`src/rtl/dbwc_pkg.sv`:
```
// Shared types and constants for the delay-based window controller.
package dbwc_pkg;

   localparam int unsigned MSS_W   = 16;
   localparam int unsigned WBYTE_W = 28;
   localparam int unsigned DELAY_W = 20;
   localparam int unsigned TIME_W  = 48;
   localparam int unsigned CSR_W   = 28;
   localparam int unsigned CSR_IDX_W = 3;
   localparam int unsigned ONE_Q16 = 65536;

   localparam logic [CSR_IDX_W-1:0] REG_SEGMENT_SIZE    = 3'd0;
   localparam logic [CSR_IDX_W-1:0] REG_MIN_WINDOW      = 3'd1;
   localparam logic [CSR_IDX_W-1:0] REG_MAX_WINDOW      = 3'd2;
   localparam logic [CSR_IDX_W-1:0] REG_TARGET_DELAY    = 3'd3;
   localparam logic [CSR_IDX_W-1:0] REG_ADDITIVE_GAIN   = 3'd4;
   localparam logic [CSR_IDX_W-1:0] REG_DECREASE_GAIN   = 3'd5;
   localparam logic [CSR_IDX_W-1:0] REG_MAX_DECREASE    = 3'd6;
   localparam logic [CSR_IDX_W-1:0] REG_RETRANSMIT_LIMIT = 3'd7;

   localparam logic OP_ACK  = 1'b0;
   localparam logic OP_NACK = 1'b1;

   typedef struct packed {
      logic                operation;
      logic [DELAY_W-1:0]  measured_delay;
      logic                congestion_marked;
      logic [TIME_W-1:0]   current_time;
   } req_payload_type;

   typedef struct packed {
      logic [WBYTE_W-1:0] window_bytes;
      logic               decrease_allowed;
      logic               window_reset;
   } rsp_payload_type;

endpackage

```
`src/rtl/dbwc_divider.sv`:
```
// Restoring bit-serial divider: one quotient bit per cycle.
module dbwc_divider #(
   parameter int unsigned NUM_W = 64,
   parameter int unsigned DEN_W = 44
) (
   input  logic             clock,
   input  logic             reset,
   input  logic             start,
   input  logic [NUM_W-1:0] numer,
   input  logic [DEN_W-1:0] denom,
   output logic             done,
   output logic [NUM_W-1:0] quot
);
   localparam int unsigned CNT_W = $clog2(NUM_W + 1);

   logic [NUM_W-1:0] q_ff, q_in;
   logic [DEN_W:0]   r_ff, r_in;
   logic [DEN_W-1:0] d_ff, d_in;
   logic [CNT_W-1:0] cnt_ff, cnt_in;
   logic             busy_ff, busy_in;
   logic             done_ff, done_in;
   logic [DEN_W:0]   trial;

   always_comb begin
      q_in    = q_ff;
      r_in    = r_ff;
      d_in    = d_ff;
      cnt_in  = cnt_ff;
      busy_in = busy_ff;
      done_in = 1'b0;
      trial   = {r_ff[DEN_W-1:0], q_ff[NUM_W-1]};
      if (start) begin
         q_in    = numer;
         r_in    = '0;
         d_in    = denom;
         cnt_in  = CNT_W'(NUM_W);
         busy_in = 1'b1;
      end else if (busy_ff) begin
         if (trial >= {1'b0, d_ff}) begin
            r_in = trial - {1'b0, d_ff};
            q_in = {q_ff[NUM_W-2:0], 1'b1};
         end else begin
            r_in = trial;
            q_in = {q_ff[NUM_W-2:0], 1'b0};
         end
         cnt_in = cnt_ff - 1'b1;
         if (cnt_ff == CNT_W'(1)) begin
            busy_in = 1'b0;
            done_in = 1'b1;
         end
      end
   end

   always_ff @(posedge clock) begin
      q_ff <= q_in;
      r_ff <= r_in;
      d_ff <= d_in;
      cnt_ff <= cnt_in;
      if (reset) begin
         busy_ff <= 1'b0;
         done_ff <= 1'b0;
      end else begin
         busy_ff <= busy_in;
         done_ff <= done_in;
      end
   end

   assign done = done_ff;
   assign quot = q_ff;
endmodule

```
`src/rtl/dbwc_multiplier.sv`:
```
// Shift-and-add serial multiplier: one multiplier bit per cycle.
module dbwc_multiplier #(
   parameter int unsigned A_W = 44,
   parameter int unsigned B_W = 17
) (
   input  logic               clock,
   input  logic               reset,
   input  logic               start,
   input  logic [A_W-1:0]     op_a,
   input  logic [B_W-1:0]     op_b,
   output logic               done,
   output logic [A_W+B_W-1:0] prod
);
   localparam int unsigned CNT_W = $clog2(B_W + 1);

   logic [A_W+B_W-1:0] acc_ff, acc_in;
   logic [A_W+B_W-1:0] a_ff, a_in;
   logic [B_W-1:0]     b_ff, b_in;
   logic [CNT_W-1:0]   cnt_ff, cnt_in;
   logic               busy_ff, busy_in;
   logic               done_ff, done_in;

   always_comb begin
      acc_in  = acc_ff;
      a_in    = a_ff;
      b_in    = b_ff;
      cnt_in  = cnt_ff;
      busy_in = busy_ff;
      done_in = 1'b0;
      if (start) begin
         acc_in  = '0;
         a_in    = (A_W+B_W)'(op_a);
         b_in    = op_b;
         cnt_in  = CNT_W'(B_W);
         busy_in = 1'b1;
      end else if (busy_ff) begin
         if (b_ff[0]) begin
            acc_in = acc_ff + a_ff;
         end
         a_in   = {a_ff[A_W+B_W-2:0], 1'b0};
         b_in   = b_ff >> 1;
         cnt_in = cnt_ff - 1'b1;
         if (cnt_ff == CNT_W'(1)) begin
            busy_in = 1'b0;
            done_in = 1'b1;
         end
      end
   end

   always_ff @(posedge clock) begin
      acc_ff <= acc_in;
      a_ff   <= a_in;
      b_ff   <= b_in;
      cnt_ff <= cnt_in;
      if (reset) begin
         busy_ff <= 1'b0;
         done_ff <= 1'b0;
      end else begin
         busy_ff <= busy_in;
         done_ff <= done_in;
      end
   end

   assign done = done_ff;
   assign prod = acc_ff;
endmodule

```
`src/rtl/delay_based_window_controller_unit.sv`:
```
// The serial divider (one bit per cycle over 2F+24 numerator bits) followed by the 17-bit
// serial multiplier sets the long path; a loss scale uses the multiplier alone and an
// unchanged window goes straight to the finish step. One transaction at a time; the next
// request can be taken in the same cycle the result is raised when the receiver does not stall.
// A result waiting in the output register under stall blocks a new request.
// Reset (synchronous, active high) restores registers to defaults and window to 15000 bytes.
module delay_based_window_controller_unit #(
   parameter int unsigned WINDOW_FRACTION_BITS = 16
) (
   input  logic                     clock,
   input  logic                     reset,
   input  logic                     req_valid,
   output logic                     req_stall,
   input  dbwc_pkg::req_payload_type req_payload,
   output logic                     rsp_valid,
   input  logic                     rsp_stall,
   output dbwc_pkg::rsp_payload_type rsp_payload,
   input  logic                     csr_write,
   input  logic [dbwc_pkg::CSR_IDX_W-1:0] csr_index,
   input  logic [dbwc_pkg::CSR_W-1:0] csr_data
);
   import dbwc_pkg::*;

   localparam int unsigned F     = WINDOW_FRACTION_BITS;
   localparam int unsigned WIN_W = WBYTE_W + F;
   // Numerator of growth: (ai*mss) << (2F-8), ai*mss is 32 bits.
   localparam int unsigned NUM_W = 32 + 2 * F - 8;
   localparam int unsigned DEN_W = (WIN_W > 37) ? WIN_W : 37;
   localparam int unsigned MUL_A = (WIN_W > NUM_W) ? WIN_W : NUM_W;
   localparam int unsigned MUL_B = 17;

   typedef enum logic [2:0] {
      S_IDLE, S_DIV, S_MUL, S_SCALE, S_FINISH
   } state_type;

   // Configuration registers.
   logic [MSS_W-1:0]   mss_ff;
   logic [WBYTE_W-1:0] min_ff, max_ff;
   logic [DELAY_W-1:0] target_ff;
   logic [15:0]        ai_ff;
   logic [16:0]        beta_ff, mdf_ff;
   logic [7:0]         limit_ff;

   // Controller state.
   logic [WIN_W-1:0]   win_ff, win_in, prev_ff;
   logic               may_ff, may_in;
   logic [TIME_W-1:0]  ldt_ff;
   logic [DELAY_W:0]   rtt_ff, rtt_in;
   logic [7:0]         cnt_ff, cnt_in;
   state_type          state_ff, state_in;
   req_payload_type    cur_ff, cur_in;
   logic               forced_ff, forced_in;
   logic               rv_ff;
   rsp_payload_type    rsp_ff;

   // Serial unit hookups.
   logic               div_start, div_done;
   logic [NUM_W-1:0]   div_num, div_q;
   logic [DEN_W-1:0]   div_den;
   logic               mul_start, mul_done;
   logic [MUL_A-1:0]   mul_a;
   logic [MUL_B-1:0]   mul_b;
   logic [MUL_A+MUL_B-1:0] mul_p;

   dbwc_divider #(.NUM_W(NUM_W), .DEN_W(DEN_W)) u_div (
      .clock(clock), .reset(reset), .start(div_start), .numer(div_num),
      .denom(div_den), .done(div_done), .quot(div_q)
   );

   dbwc_multiplier #(.A_W(MUL_A), .B_W(MUL_B)) u_mul (
      .clock(clock), .reset(reset), .start(mul_start), .op_a(mul_a),
      .op_b(mul_b), .done(mul_done), .prod(mul_p)
   );

   // The input side is free when no transaction is in flight and no result is held up.
   logic accept;
   assign req_stall = (state_ff != S_IDLE) || (rv_ff && rsp_stall);
   assign accept    = req_valid && !req_stall;

   // Floor factor 1 - max_decrease, saturated at zero.
   logic [16:0] floor_fac;
   assign floor_fac = (mdf_ff >= 17'(ONE_Q16)) ? 17'd0 : 17'(ONE_Q16) - mdf_ff;

   logic [31:0]        gm;
   logic [WIN_W-1:0]   mss_q;
   logic [DELAY_W-1:0] excess;
   assign gm     = 32'(ai_ff) * 32'(mss_ff);
   assign mss_q  = WIN_W'(mss_ff) << F;
   assign excess = req_payload.measured_delay - target_ff;

   // Growth sum with a carry bit; a carry saturates, and the clamp then brings it to max.
   logic [WIN_W:0] grow_sum;
   assign grow_sum = {1'b0, win_ff} + {1'b0, WIN_W'(mul_p)};

   // Clamp for the common tail.
   logic [WIN_W-1:0]  lo_q, hi_q, clamped;
   assign lo_q    = WIN_W'(min_ff) << F;
   assign hi_q    = WIN_W'(max_ff) << F;
   assign clamped = (((win_ff < hi_q) ? win_ff : hi_q) < lo_q) ? lo_q
                  : ((win_ff < hi_q) ? win_ff : hi_q);

   // Tail values computed from the clamped window.
   logic             tail_le;
   logic [TIME_W-1:0] ldt_next, elapsed_next;
   assign tail_le      = clamped <= prev_ff;
   assign ldt_next     = tail_le ? cur_ff.current_time : ldt_ff;
   assign elapsed_next = cur_ff.current_time - ldt_next;

   logic [16:0]      a_fac;
   always_comb begin
      state_in  = state_ff;
      win_in    = win_ff;
      may_in    = may_ff;
      rtt_in    = rtt_ff;
      cnt_in    = cnt_ff;
      cur_in    = cur_ff;
      forced_in = forced_ff;
      div_start = 1'b0;
      div_num   = '0;
      div_den   = '0;
      mul_start = 1'b0;
      mul_a     = '0;
      mul_b     = '0;
      a_fac     = 17'(ONE_Q16);
      unique case (state_ff)
         S_IDLE: begin
            if (accept) begin
               cur_in    = req_payload;
               forced_in = 1'b0;
               if (req_payload.operation == OP_ACK) begin
                  cnt_in = '0;
                  rtt_in = {req_payload.measured_delay, 1'b0};
                  if (req_payload.measured_delay < target_ff
                      || !req_payload.congestion_marked) begin
                     if (win_ff >= mss_q && win_ff != '0) begin
                        div_start = 1'b1;
                        div_num   = NUM_W'(gm) << (2 * F - 8);
                        div_den   = DEN_W'(win_ff);
                        state_in  = S_DIV;
                     end else begin
                        win_in   = win_ff + (WIN_W'(gm) << (F - 8));
                        state_in = S_FINISH;
                     end
                  end else if (may_ff) begin
                     if (req_payload.measured_delay != '0) begin
                        // Decrease term beta*excess/delay goes through the divider.
                        div_start = 1'b1;
                        div_num   = NUM_W'(40'(beta_ff) * 40'(excess));
                        div_den   = DEN_W'(req_payload.measured_delay);
                        state_in  = S_SCALE;
                     end else begin
                        state_in  = S_SCALE;
                        mul_start = 1'b1;
                        mul_a     = MUL_A'(win_ff);
                        mul_b     = 17'(ONE_Q16);
                     end
                  end else begin
                     state_in = S_FINISH;
                  end
               end else begin
                  may_in = (req_payload.current_time - ldt_ff) >= TIME_W'(rtt_ff);
                  cnt_in = (cnt_ff == 8'hFF) ? cnt_ff : cnt_ff + 8'd1;
                  if (((cnt_ff == 8'hFF) ? cnt_ff : cnt_ff + 8'd1) >= limit_ff) begin
                     win_in    = lo_q;
                     forced_in = 1'b1;
                     state_in  = S_FINISH;
                  end else if ((req_payload.current_time - ldt_ff)
                               >= TIME_W'(rtt_ff)) begin
                     mul_start = 1'b1;
                     mul_a     = MUL_A'(win_ff);
                     mul_b     = floor_fac;
                     state_in  = S_SCALE;
                  end else begin
                     state_in = S_FINISH;
                  end
               end
            end
         end
         S_DIV: begin
            // Growth quotient times segment size.
            if (div_done) begin
               mul_start = 1'b1;
               mul_a     = MUL_A'(div_q);
               mul_b     = MUL_B'(mss_ff);
               state_in  = S_MUL;
            end
         end
         S_MUL: begin
            if (mul_done) begin
               win_in   = grow_sum[WIN_W] ? '1 : grow_sum[WIN_W-1:0];
               state_in = S_FINISH;
            end
         end
         S_SCALE: begin
            if (div_done) begin
               a_fac = (div_q >= NUM_W'(ONE_Q16)) ? 17'd0
                     : 17'(ONE_Q16) - 17'(div_q);
               mul_start = 1'b1;
               mul_a     = MUL_A'(win_ff);
               mul_b     = (a_fac > floor_fac) ? a_fac : floor_fac;
            end else if (mul_done) begin
               win_in   = WIN_W'(mul_p >> 16);
               state_in = S_FINISH;
            end
         end
         S_FINISH: begin
            // Clamp, then an ack refreshes the decrease permission from the new timestamp.
            win_in = clamped;
            if (cur_ff.operation == OP_ACK) begin
               may_in = elapsed_next >= TIME_W'(rtt_ff);
            end
            state_in = S_IDLE;
         end
         default: state_in = S_IDLE;
      endcase
   end

   always_ff @(posedge clock) begin
      cur_ff <= cur_in;
      if (reset) begin
         mss_ff    <= MSS_W'(1500);
         min_ff    <= WBYTE_W'(15000);
         max_ff    <= WBYTE_W'(150000000);
         target_ff <= DELAY_W'(1000);
         ai_ff     <= 16'd256;
         beta_ff   <= 17'd32768;
         mdf_ff    <= 17'd32768;
         limit_ff  <= 8'd10;
         win_ff    <= WIN_W'(15000) << F;
         prev_ff   <= WIN_W'(15000) << F;
         may_ff    <= 1'b1;
         ldt_ff    <= '0;
         rtt_ff    <= '0;
         cnt_ff    <= '0;
         state_ff  <= S_IDLE;
         forced_ff <= 1'b0;
         rv_ff     <= 1'b0;
      end else begin
         if (csr_write) begin
            unique case (csr_index)
               REG_SEGMENT_SIZE:     mss_ff    <= csr_data[MSS_W-1:0];
               REG_MIN_WINDOW:       min_ff    <= csr_data[WBYTE_W-1:0];
               REG_MAX_WINDOW:       max_ff    <= csr_data[WBYTE_W-1:0];
               REG_TARGET_DELAY:     target_ff <= csr_data[DELAY_W-1:0];
               REG_ADDITIVE_GAIN:    ai_ff     <= csr_data[15:0];
               REG_DECREASE_GAIN:    beta_ff   <= csr_data[16:0];
               REG_MAX_DECREASE:     mdf_ff    <= csr_data[16:0];
               REG_RETRANSMIT_LIMIT: limit_ff  <= csr_data[7:0];
               default: ;
            endcase
         end
         state_ff  <= state_in;
         win_ff    <= win_in;
         may_ff    <= may_in;
         rtt_ff    <= rtt_in;
         cnt_ff    <= cnt_in;
         forced_ff <= forced_in;
         if (state_ff == S_FINISH) begin
            // Decrease timestamp, previous window, and result.
            prev_ff <= clamped;
            ldt_ff  <= ldt_next;
            rv_ff   <= 1'b1;
            rsp_ff.window_bytes     <= clamped[F +: WBYTE_W];
            rsp_ff.window_reset     <= forced_ff;
            rsp_ff.decrease_allowed <= may_in;
         end else if (rv_ff && !rsp_stall) begin
            rv_ff <= 1'b0;
         end
      end
   end

   assign rsp_valid   = rv_ff;
   assign rsp_payload = rsp_ff;

   // A new request is only taken while the sequencer is idle.
   a_no_accept_busy: assert property (@(posedge clock) disable iff (reset)
      (state_ff != S_IDLE) |-> req_stall)
      else $error("request taken while busy");
   // An ack never reports a forced window reset.
   a_ack_no_reset: assert property (@(posedge clock) disable iff (reset)
      (state_ff == S_FINISH && cur_ff.operation == OP_ACK) |=> !rsp_ff.window_reset)
      else $error("ack reported window reset");
   // The finish step always raises a result.
   a_finish_valid: assert property (@(posedge clock) disable iff (reset)
      (state_ff == S_FINISH) |=> rv_ff)
      else $error("finished transaction without result");
   // Retransmit count clears after an ack.
   a_ack_clears: assert property (@(posedge clock) disable iff (reset)
      (accept && req_payload.operation == OP_ACK) |=> (cnt_ff == '0))
      else $error("ack did not clear retransmit count");
endmodule

```
`config.mk`:
```
export PLATFORM = sky130hd
export DESIGN_NAME = delay_based_window_controller_unit
export DESIGN_NICKNAME = d
export VERILOG_FILES = /design/src/rtl/dbwc_pkg.sv /design/src/rtl/dbwc_divider.sv /design/src/rtl/dbwc_multiplier.sv /design/src/rtl/delay_based_window_controller_unit.sv
export SDC_FILE = /design/constraint.sdc
export NUM_CORES = 2
export LEC_CHECK = 0
export BUFFER_PORTS_ARGS = -buffer_cell sky130_fd_sc_hd__buf_4
export CAP_MARGIN = 0
export CORE_ASPECT_RATIO = 0.7
export CORE_UTILIZATION = 60
export DETAILED_ROUTE_END_ITERATION = 12
export PLACE_DENSITY = 0.81
export SYNTH_ARGS = -nofsm -noshare
export SYNTH_HDL_FRONTEND = slang
export SYNTH_SLANG_ARGS = --single-unit
export TNS_END_PERCENT = 50
```
`constraint.sdc`:
```
create_clock -name clock -period 13.15 [get_ports clock]
set_input_delay 3.945 -clock clock [delete_from_list [all_inputs] [get_ports clock]]
set_output_delay 3.945 -clock clock [all_outputs]
set_load 0.005 [all_outputs]
```
# --- After elaboration in Yosys (flattened, before gate mapping) ---
# Index checks and enable logic that the tools add are counted.
word_totals:
  wordCells: 225
  reg_bits: 721
  inputBits: 106
classes:
  n_reduce_logical: 36
  eq_ne: 22
  magnitude_cmp: 12
  n_mul: 2
  addsub: 12
  mux: 100
  bitwise: 6
ops:
  columns: ["operator", "count"]
  rows:
  - ["two-way mux 44 bit", 20]
  - ["two-way mux 56 bit", 12]
  - ["two-way mux 17 bit", 13]
  - ["case mux 44 bit (4 select lines)", 1]
  - ["case mux 56 bit (3 select lines)", 1]
  - ["greater-or-equal comparator 48 x 21 -> 1 bit", 2]
  - ["subtractor 48 bit", 2]
  - ["< comparator 44 bit", 2]
  - ["two-way mux 37 bit", 2]
  - ["adder 73 bit", 1]
  - ["greater-or-equal comparator 56 x 17 -> 1 bit, second input constant", 1]
  - ["case mux 17 bit (3 select lines)", 1]
  - ["two-way mux 48 bit", 1]
  - ["adder 44 x 44 -> 45 bit", 1]
  - ["greater-or-equal comparator 45 x 44 -> 1 bit", 1]
  - ["adder 44 x 40 -> 44 bit", 1]
  - ["greater-or-equal comparator 44 x 32 -> 1 bit", 1]
  - ["<= comparator 44 bit", 1]
  - ["nonzero test 44 bit", 1]
  - ["subtractor 44 bit", 1]
  - ["two-way mux 20 bit", 2]
  - ["multiplier 17 x 20 -> 37 bit", 1]
  - ["subtractor 17 bit, first input constant", 2]
  - ["multiplier 16 x 16 -> 32 bit", 1]
  - ["other kinds (37)", 118]

# --- Logic depth before layout (Yosys ltp) ---
logic_depth:
  ltp_word: 10
  depth_mapped: 60
  mapped_depth_nobuf: 56

# --- By module ---
# A second synthesis with hierarchy kept.
unflattened:
  hier_cells: 8754
  area_unflattened_um2: 72411.9
modules_own_cells:
  columns: ["module", "seq_area_each_um2", "cells_per_inst", "area_per_inst_um2", "instances"]
  rows:
  - ["delay_based_window_controller_unit", 8778.4, 6702, 52833.2, 1]
  - ["dbwc_multiplier", 4134.0, 1196, 10747.8, 1]
  - ["dbwc_divider", 4043.9, 856, 8831.0, 1]

# --- Worst setup path after synthesis ---
# OpenSTA, ideal clock, no wires.
synth_timing:
  path_type: "input to register"
  from: "input port req_payload[50] in the netlist's numbering"
  to: "register u_div.q_ff[36], in the netlist u_div.quot[36], data pin"
  t_arrival_ps: 12115
  cell_stages: 38
  setup_slack_ps: 767
  cell_sequence: "ha_1 > nor2b_1 > o21ai_0 > a21boi_0 > o21ai_0 > a21boi_0 > o21ai_0 > a21boi_0 > o21ai_0 > a21oi_1 > a21oi_1 > o21ai_0 > xnor2_1 > clkbuf_1 > nand2_1 > fa_1 > inv_1 > fa_1 > [... 2 more ...] > fa_1 > fa_1 > inv_1 > fa_1 > ha_1 > a21o_1 > a21o_1 > a21o_1 > a21oi_1 > nor2_1 > a221oi_1 > a211oi_1 > nor2_1 > o21ai_0 > a21o_1 > a21oi_1 > xnor2_1 > o22ai_1"
synth_between:
  elab_chain_cells: 9
  word_cells_on_any_way: 18
  classes_between: "add/sub: 1; mul: 1; order compare: 1; mux: 13; reduce/logical: 2"
synth_rtl:
  columns: ["element", "line", "text"]
  rows:
  - ["start: declaration", "delay_based_window_controller_unit.sv:14", "input dbwc_pkg::req_payload_type req_payload,"]
  - ["subtractor 20 bit", "delay_based_window_controller_unit.sv:89", "assign excess = req_payload.measured_delay - target_ff;"]
  - ["multiplier 17 x 20 -> 37 bit", "delay_based_window_controller_unit.sv:148", "div_num = NUM_W'(40'(beta_ff) * 40'(excess));"]
  - ["two-way mux 37 bit", "delay_based_window_controller_unit.sv:145", "if (req_payload.measured_delay != '0) begin"]
  - ["two-way mux 37 bit", "delay_based_window_controller_unit.sv:144", "end else if (may_ff) begin"]
  - ["two-way mux 56 bit", "delay_based_window_controller_unit.sv:133", "if (req_payload.measured_delay < target_ff"]
  - ["two-way mux 56 bit", "delay_based_window_controller_unit.sv:130", "if (req_payload.operation == OP_ACK) begin"]
  - ["two-way mux 56 bit", "delay_based_window_controller_unit.sv:127", "if (accept) begin"]
  - ["two-way mux 56 bit", "delay_based_window_controller_unit.sv:125", "unique case (state_ff)"]
  - ["two-way mux 56 bit *", "dbwc_divider.sv:32", "if (start) begin"]
  - ["net u_div.q_in[36]", "dbwc_divider.sv:16", "logic [NUM_W-1:0] q_ff, q_in;"]
  - ["end signal: assignment", "dbwc_divider.sv:55", "q_ff <= q_in;"]
  - ["end: declaration", "dbwc_divider.sv:16", null]
# Mark *: on every way through the listed nets, which the timed path passes. The rest lies on a longest branch.
# A chain may end at the register's enable or synchronous reset.

# --- Final worst setup path ---
layout_timing:
  from: "register win_ff[33]"
  to: "register may_ff"
layout_between:
  elab_chain_cells: 10
layout_rtl:
  columns: ["element", "line", "text"]
  rows:
  - ["start: declaration", "delay_based_window_controller_unit.sv:45", "logic [WIN_W-1:0] win_ff, win_in, prev_ff;"]
  - ["start signal: assignment", "delay_based_window_controller_unit.sv:229", "win_ff <= WIN_W'(15000) << F;"]
  - ["start signal: assignment", "delay_based_window_controller_unit.sv:253", "win_ff <= win_in;"]
  - ["< comparator 44 bit", "delay_based_window_controller_unit.sv:99, delay_based_window_controller_unit.sv:100", null]
  - ["two-way mux 44 bit *", "delay_based_window_controller_unit.sv:99, delay_based_window_controller_unit.sv:100", null]
  - ["< comparator 44 bit", "delay_based_window_controller_unit.sv:99", "assign clamped = (((win_ff < hi_q) ? win_ff : hi_q) < lo_q) ? lo_q"]
  - ["two-way mux 44 bit *", "delay_based_window_controller_unit.sv:99", null]
  - ["net clamped[28]", "delay_based_window_controller_unit.sv:96", "logic [WIN_W-1:0] lo_q, hi_q, clamped;"]
  - ["<= comparator 44 bit *", "delay_based_window_controller_unit.sv:105", "assign tail_le = clamped <= prev_ff;"]
  - ["two-way mux 48 bit *", "delay_based_window_controller_unit.sv:106", "assign ldt_next = tail_le ? cur_ff.current_time : ldt_ff;"]
  - ["subtractor 48 bit *", "delay_based_window_controller_unit.sv:107", "assign elapsed_next = cur_ff.current_time - ldt_next;"]
  - ["greater-or-equal comparator 48 x 21 -> 1 bit *", "delay_based_window_controller_unit.sv:210", "may_in = elapsed_next >= TIME_W'(rtt_ff);"]
  - ["two-way mux 1 bit *", "delay_based_window_controller_unit.sv:209", "if (cur_ff.operation == OP_ACK) begin"]
  - ["case mux 1 bit (2 select lines) *", "delay_based_window_controller_unit.sv:125", null]
  - ["net may_in", "delay_based_window_controller_unit.sv:46", "logic may_ff, may_in;"]
  - ["end signal: assignment", "delay_based_window_controller_unit.sv:254", "may_ff <= may_in;"]
  - ["end: declaration", "delay_based_window_controller_unit.sv:46", null]
# Marks and branches as above.

==> reports/results.tsv <==
metric	value	unit
Clock power frac	10.6	%
# fillers	9386	
Max stage delay on crit path	0.62	ns
fin area	0.0735	mm²
Hold Slack	0.443	ns
maxcap violations	1	
nets	9401	
Crit path required time	13.72	ns
Slew Viols, Final	0	
first-pass GRT wire length	348000	µm
Crit-path slowest cell	mux2i_1	
hold depth	0	
async set-reset flop share out of synthesis	0	%
Tmin final	12.70	ns
I/O Buffers	137	
CP Data Arrival Time	13.28	ns
Slew headroom	2.26	%
Initial Util	60.6	%
antenna-violating nets left	0	
initial antenna violation count	14	
number of global-route vias before repair	59300	
met2 wire length	89900	µm
yosys warns	0	
clock-pin slew on the worst setup and hold paths	0.07	ns
Max Freq	0.0787	GHz
fin crit share	96.6	%
Reg power frac	16.2	%
Clock Latency Late Sink	0.70	ns
Setup crit start kind	flop	
DR iter-0 viols	8720	
area of the multi-input gates	0.0472	mm²
clock sinks	695	
RSZ-0062 raised after global routing	false	
final setup TNS	0	ns
status	finished with violations	
FF/Latch Area	0.0164	mm²
Fin Clk Skew	0.0411	ns
DP HPWL	176000	µm
final count of negative-setup-slack endpoints	0	
clock tree buffer depth	3	
via count	62800	
Die Area	0.115	mm²
Slew @ Worst Pin	1.45	ns
Comb pwr share	73.2	%
share of layout cells above drive strength 1	6.03	%
sequential share of the synthesized area	24.1	%
# DRC	1	
worst hold path class	flop to flop	
Root Driver	clkbuf_16	
Mapped Cells	8164	
DR WL met3	37900	µm
Yosys cell types	95	
cells on worst reg2reg path	53	
switching portion of total power	52.1	%
die height	284	µm
failing checks	DRC, capacitance limit	
CTS Hold Bufs	0	
gr usage total	39.1	%
Area Overhead vs Synth	7.63	%
drt via density	6.46	
Synth Net Count	9436	
CTS tree	yes	
Synth Area per Inst	8.36	µm²
Yosys reg bits	695	
Core Footprint	0.113	mm²
drt total wl	231000	µm
critical path type	flop to flop	
I/O pin cnt	138	
gpl congestion	1.09	
Max H-tree Level	3	
Setup crit end kind	flop	
Post-Synthesis Cell Area	0.0683	mm²
highest routed layer	met5	
drt pass-1 iters	13	
DR WL/cell	23.7	µm
Sw Pwr	11200	µW
internal power	10300	µW
pin count of the biggest net entering global routing	110	
power density cells	293	mW/mm²
row cnt	103	
final cell utilization of the core	65.2	%
CTS Buf Count	76	
global route overflow	0	
die width	405	µm
number of enable flip-flop cells after synthesis	252	
CP max FO	40	
Metal-1 WL	93400	µm
worst vdd ir	682	µV
Fin. Hold Viols	0	
leakage	0.0329	µW
Crit path top cell by count	a21oi_1	
main flop type after synthesis	dfxtp_1	
placed cell area	0.0707	mm²
## worst paths after layout
kind,startpoint,end,slack (ns)
worst min register to register,forced_ff$_SDFFE_PP0P_,rsp_payload[0]$_DFFE_PP_,0.44
worst max register to register,win_ff[33]$_SDFFE_PP0P_,may_ff$_SDFF_PP1_,0.45
worst max-delay path,win_ff[33]$_SDFFE_PP0P_,may_ff$_SDFF_PP1_,0.45
worst min-delay path,forced_ff$_SDFFE_PP0P_,rsp_payload[0]$_DFFE_PP_,0.44
## synth_stat cells, types with 68 or more instances
cell	n	area, µm²
xnor2_1	206	1800
a21oi_1	644	3220
edfxtp_1	252	7570
o21ai_0	369	1850
nor3_1	122	611
dfxtp_1	443	8870
a211oi_1	129	968
xor2_1	106	928
inv_1	894	3360
and3_1	118	738
nor2b_1	75	469
ha_1	696	8710
mux2i_1	117	1170
fa_1	470	9410
and2_1	222	1390
nand2_1	1205	4520
nand3_1	95	475
a21o_1	182	1370
nor2_1	493	1850
clkbuf_1	329	1230
nand2b_1	68	425
## cell usage in the layout (no fill, tap or decap), drive strengths merged, types with 118 or more instances in the layout
| master | synthesis | layout |
|---|---|---|
| a211oi | 131 | 131 |
| a21o | 182 | 182 |
| a21oi | 644 | 645 |
| and2 | 224 | 224 |
| and3 | 118 | 118 |
| buf | 44 | 262 |
| dfxtp | 443 | 443 |
| edfxtp | 252 | 252 |
| fa | 470 | 470 |
| ha | 696 | 696 |
| inv | 894 | 897 |
| nand2 | 1205 | 1205 |
| nor2 | 493 | 493 |
| nor3 | 126 | 126 |
| o21ai | 373 | 373 |
| xnor2 | 206 | 206 |
## routing by layer
metal / GRT usage, % / vias to the layer above
li1: - / 28000
met1: 55.7 / 29900
met2: 53.6 / 4162
met3: 15.6 / 688
met4: 12.4 / 10
met5: 0.543 / -
## stage by stage
step,power (µW),std cells,setup slack [ns]
2_1_floorplan,14100,8164,0.767
3_3_place_gp,17600,9566,0.191
3_5_place_dp,18100,9566,0.0145
4_1_cts,20500,9706,0.488
5_1_grt,22800,9717,0.0364
6_report,21600,9726,0.446
## power by group through the flow
stage	clock network [µW]	logic, µW	registers (µW)
global route	2380	16900	3490
floorplan	0	10900	3180
detailed placement	0	14600	3460
global placement	0	14200	3440
finish	2290	15800	3490
CTS	2300	14800	3420
## worst max-delay path, delay by kind of cell, from the launching register on
family / cells / cell delay (ns)
xor gates and xnor gates: 1 / 0.15
and+or+nand+nor: 14 / 3.66
buffers and inverters: 6 / 1.29
AOI/OAI and AO/OA: 25 / 4.75
adders and majority gates: 5 / 1.38
muxes: 2 / 0.85
DFF: 1 / 0.47
## sequential cells by signal, indices dropped and copies added (netlist names), 20 cells and up
name	cells
u_mul.a_ff	60
u_mul.prod	60
u_div.quot	56
cur_ff	49
ldt_ff	48
prev_ff	44
u_div.d_ff	44
u_div.r_ff	44
win_ff	44
rsp_payload	30
max_ff	28
min_ff	28
rtt_ff	20
target_ff	20
## repair_timing
item	4_1_cts	5_1_grt
resized for setup	0	15
buffers inserted	0	5
setup endpoints to repair	0	2
## final cells by class
cell class              count  share of cell area, %
multi-input cells        6199                   64.1
flip-flops and latches    695                   22.4
inverters                 895                   4.57
clock buffers             109                   3.01
repair buffers            262                   2.73
well taps                1522                   2.59
clock inverters            31                  0.545
diodes                     13                 0.0443
## kinds of logic (layout without fill, tap and decap cells)
| group | count (synthesis) | count (layout) | share of synthesized area [%] |
|---|---|---|---|
| buffers and inverters | 1272 | 1297 | 7.17 |
| other | 0 | 13 | 0 |
| muxes | 139 | 139 | 2.08 |
| and+or+nand+nor | 2662 | 2662 | 18.0 |
| DFF | 695 | 695 | 24.1 |
| AOI/OAI and AO/OA | 1918 | 1920 | 18.1 |
| xor gates and xnor gates | 312 | 312 | 4.00 |
| adders and majority gates | 1166 | 1166 | 26.5 |
Power figures use the tool's default switching activity.
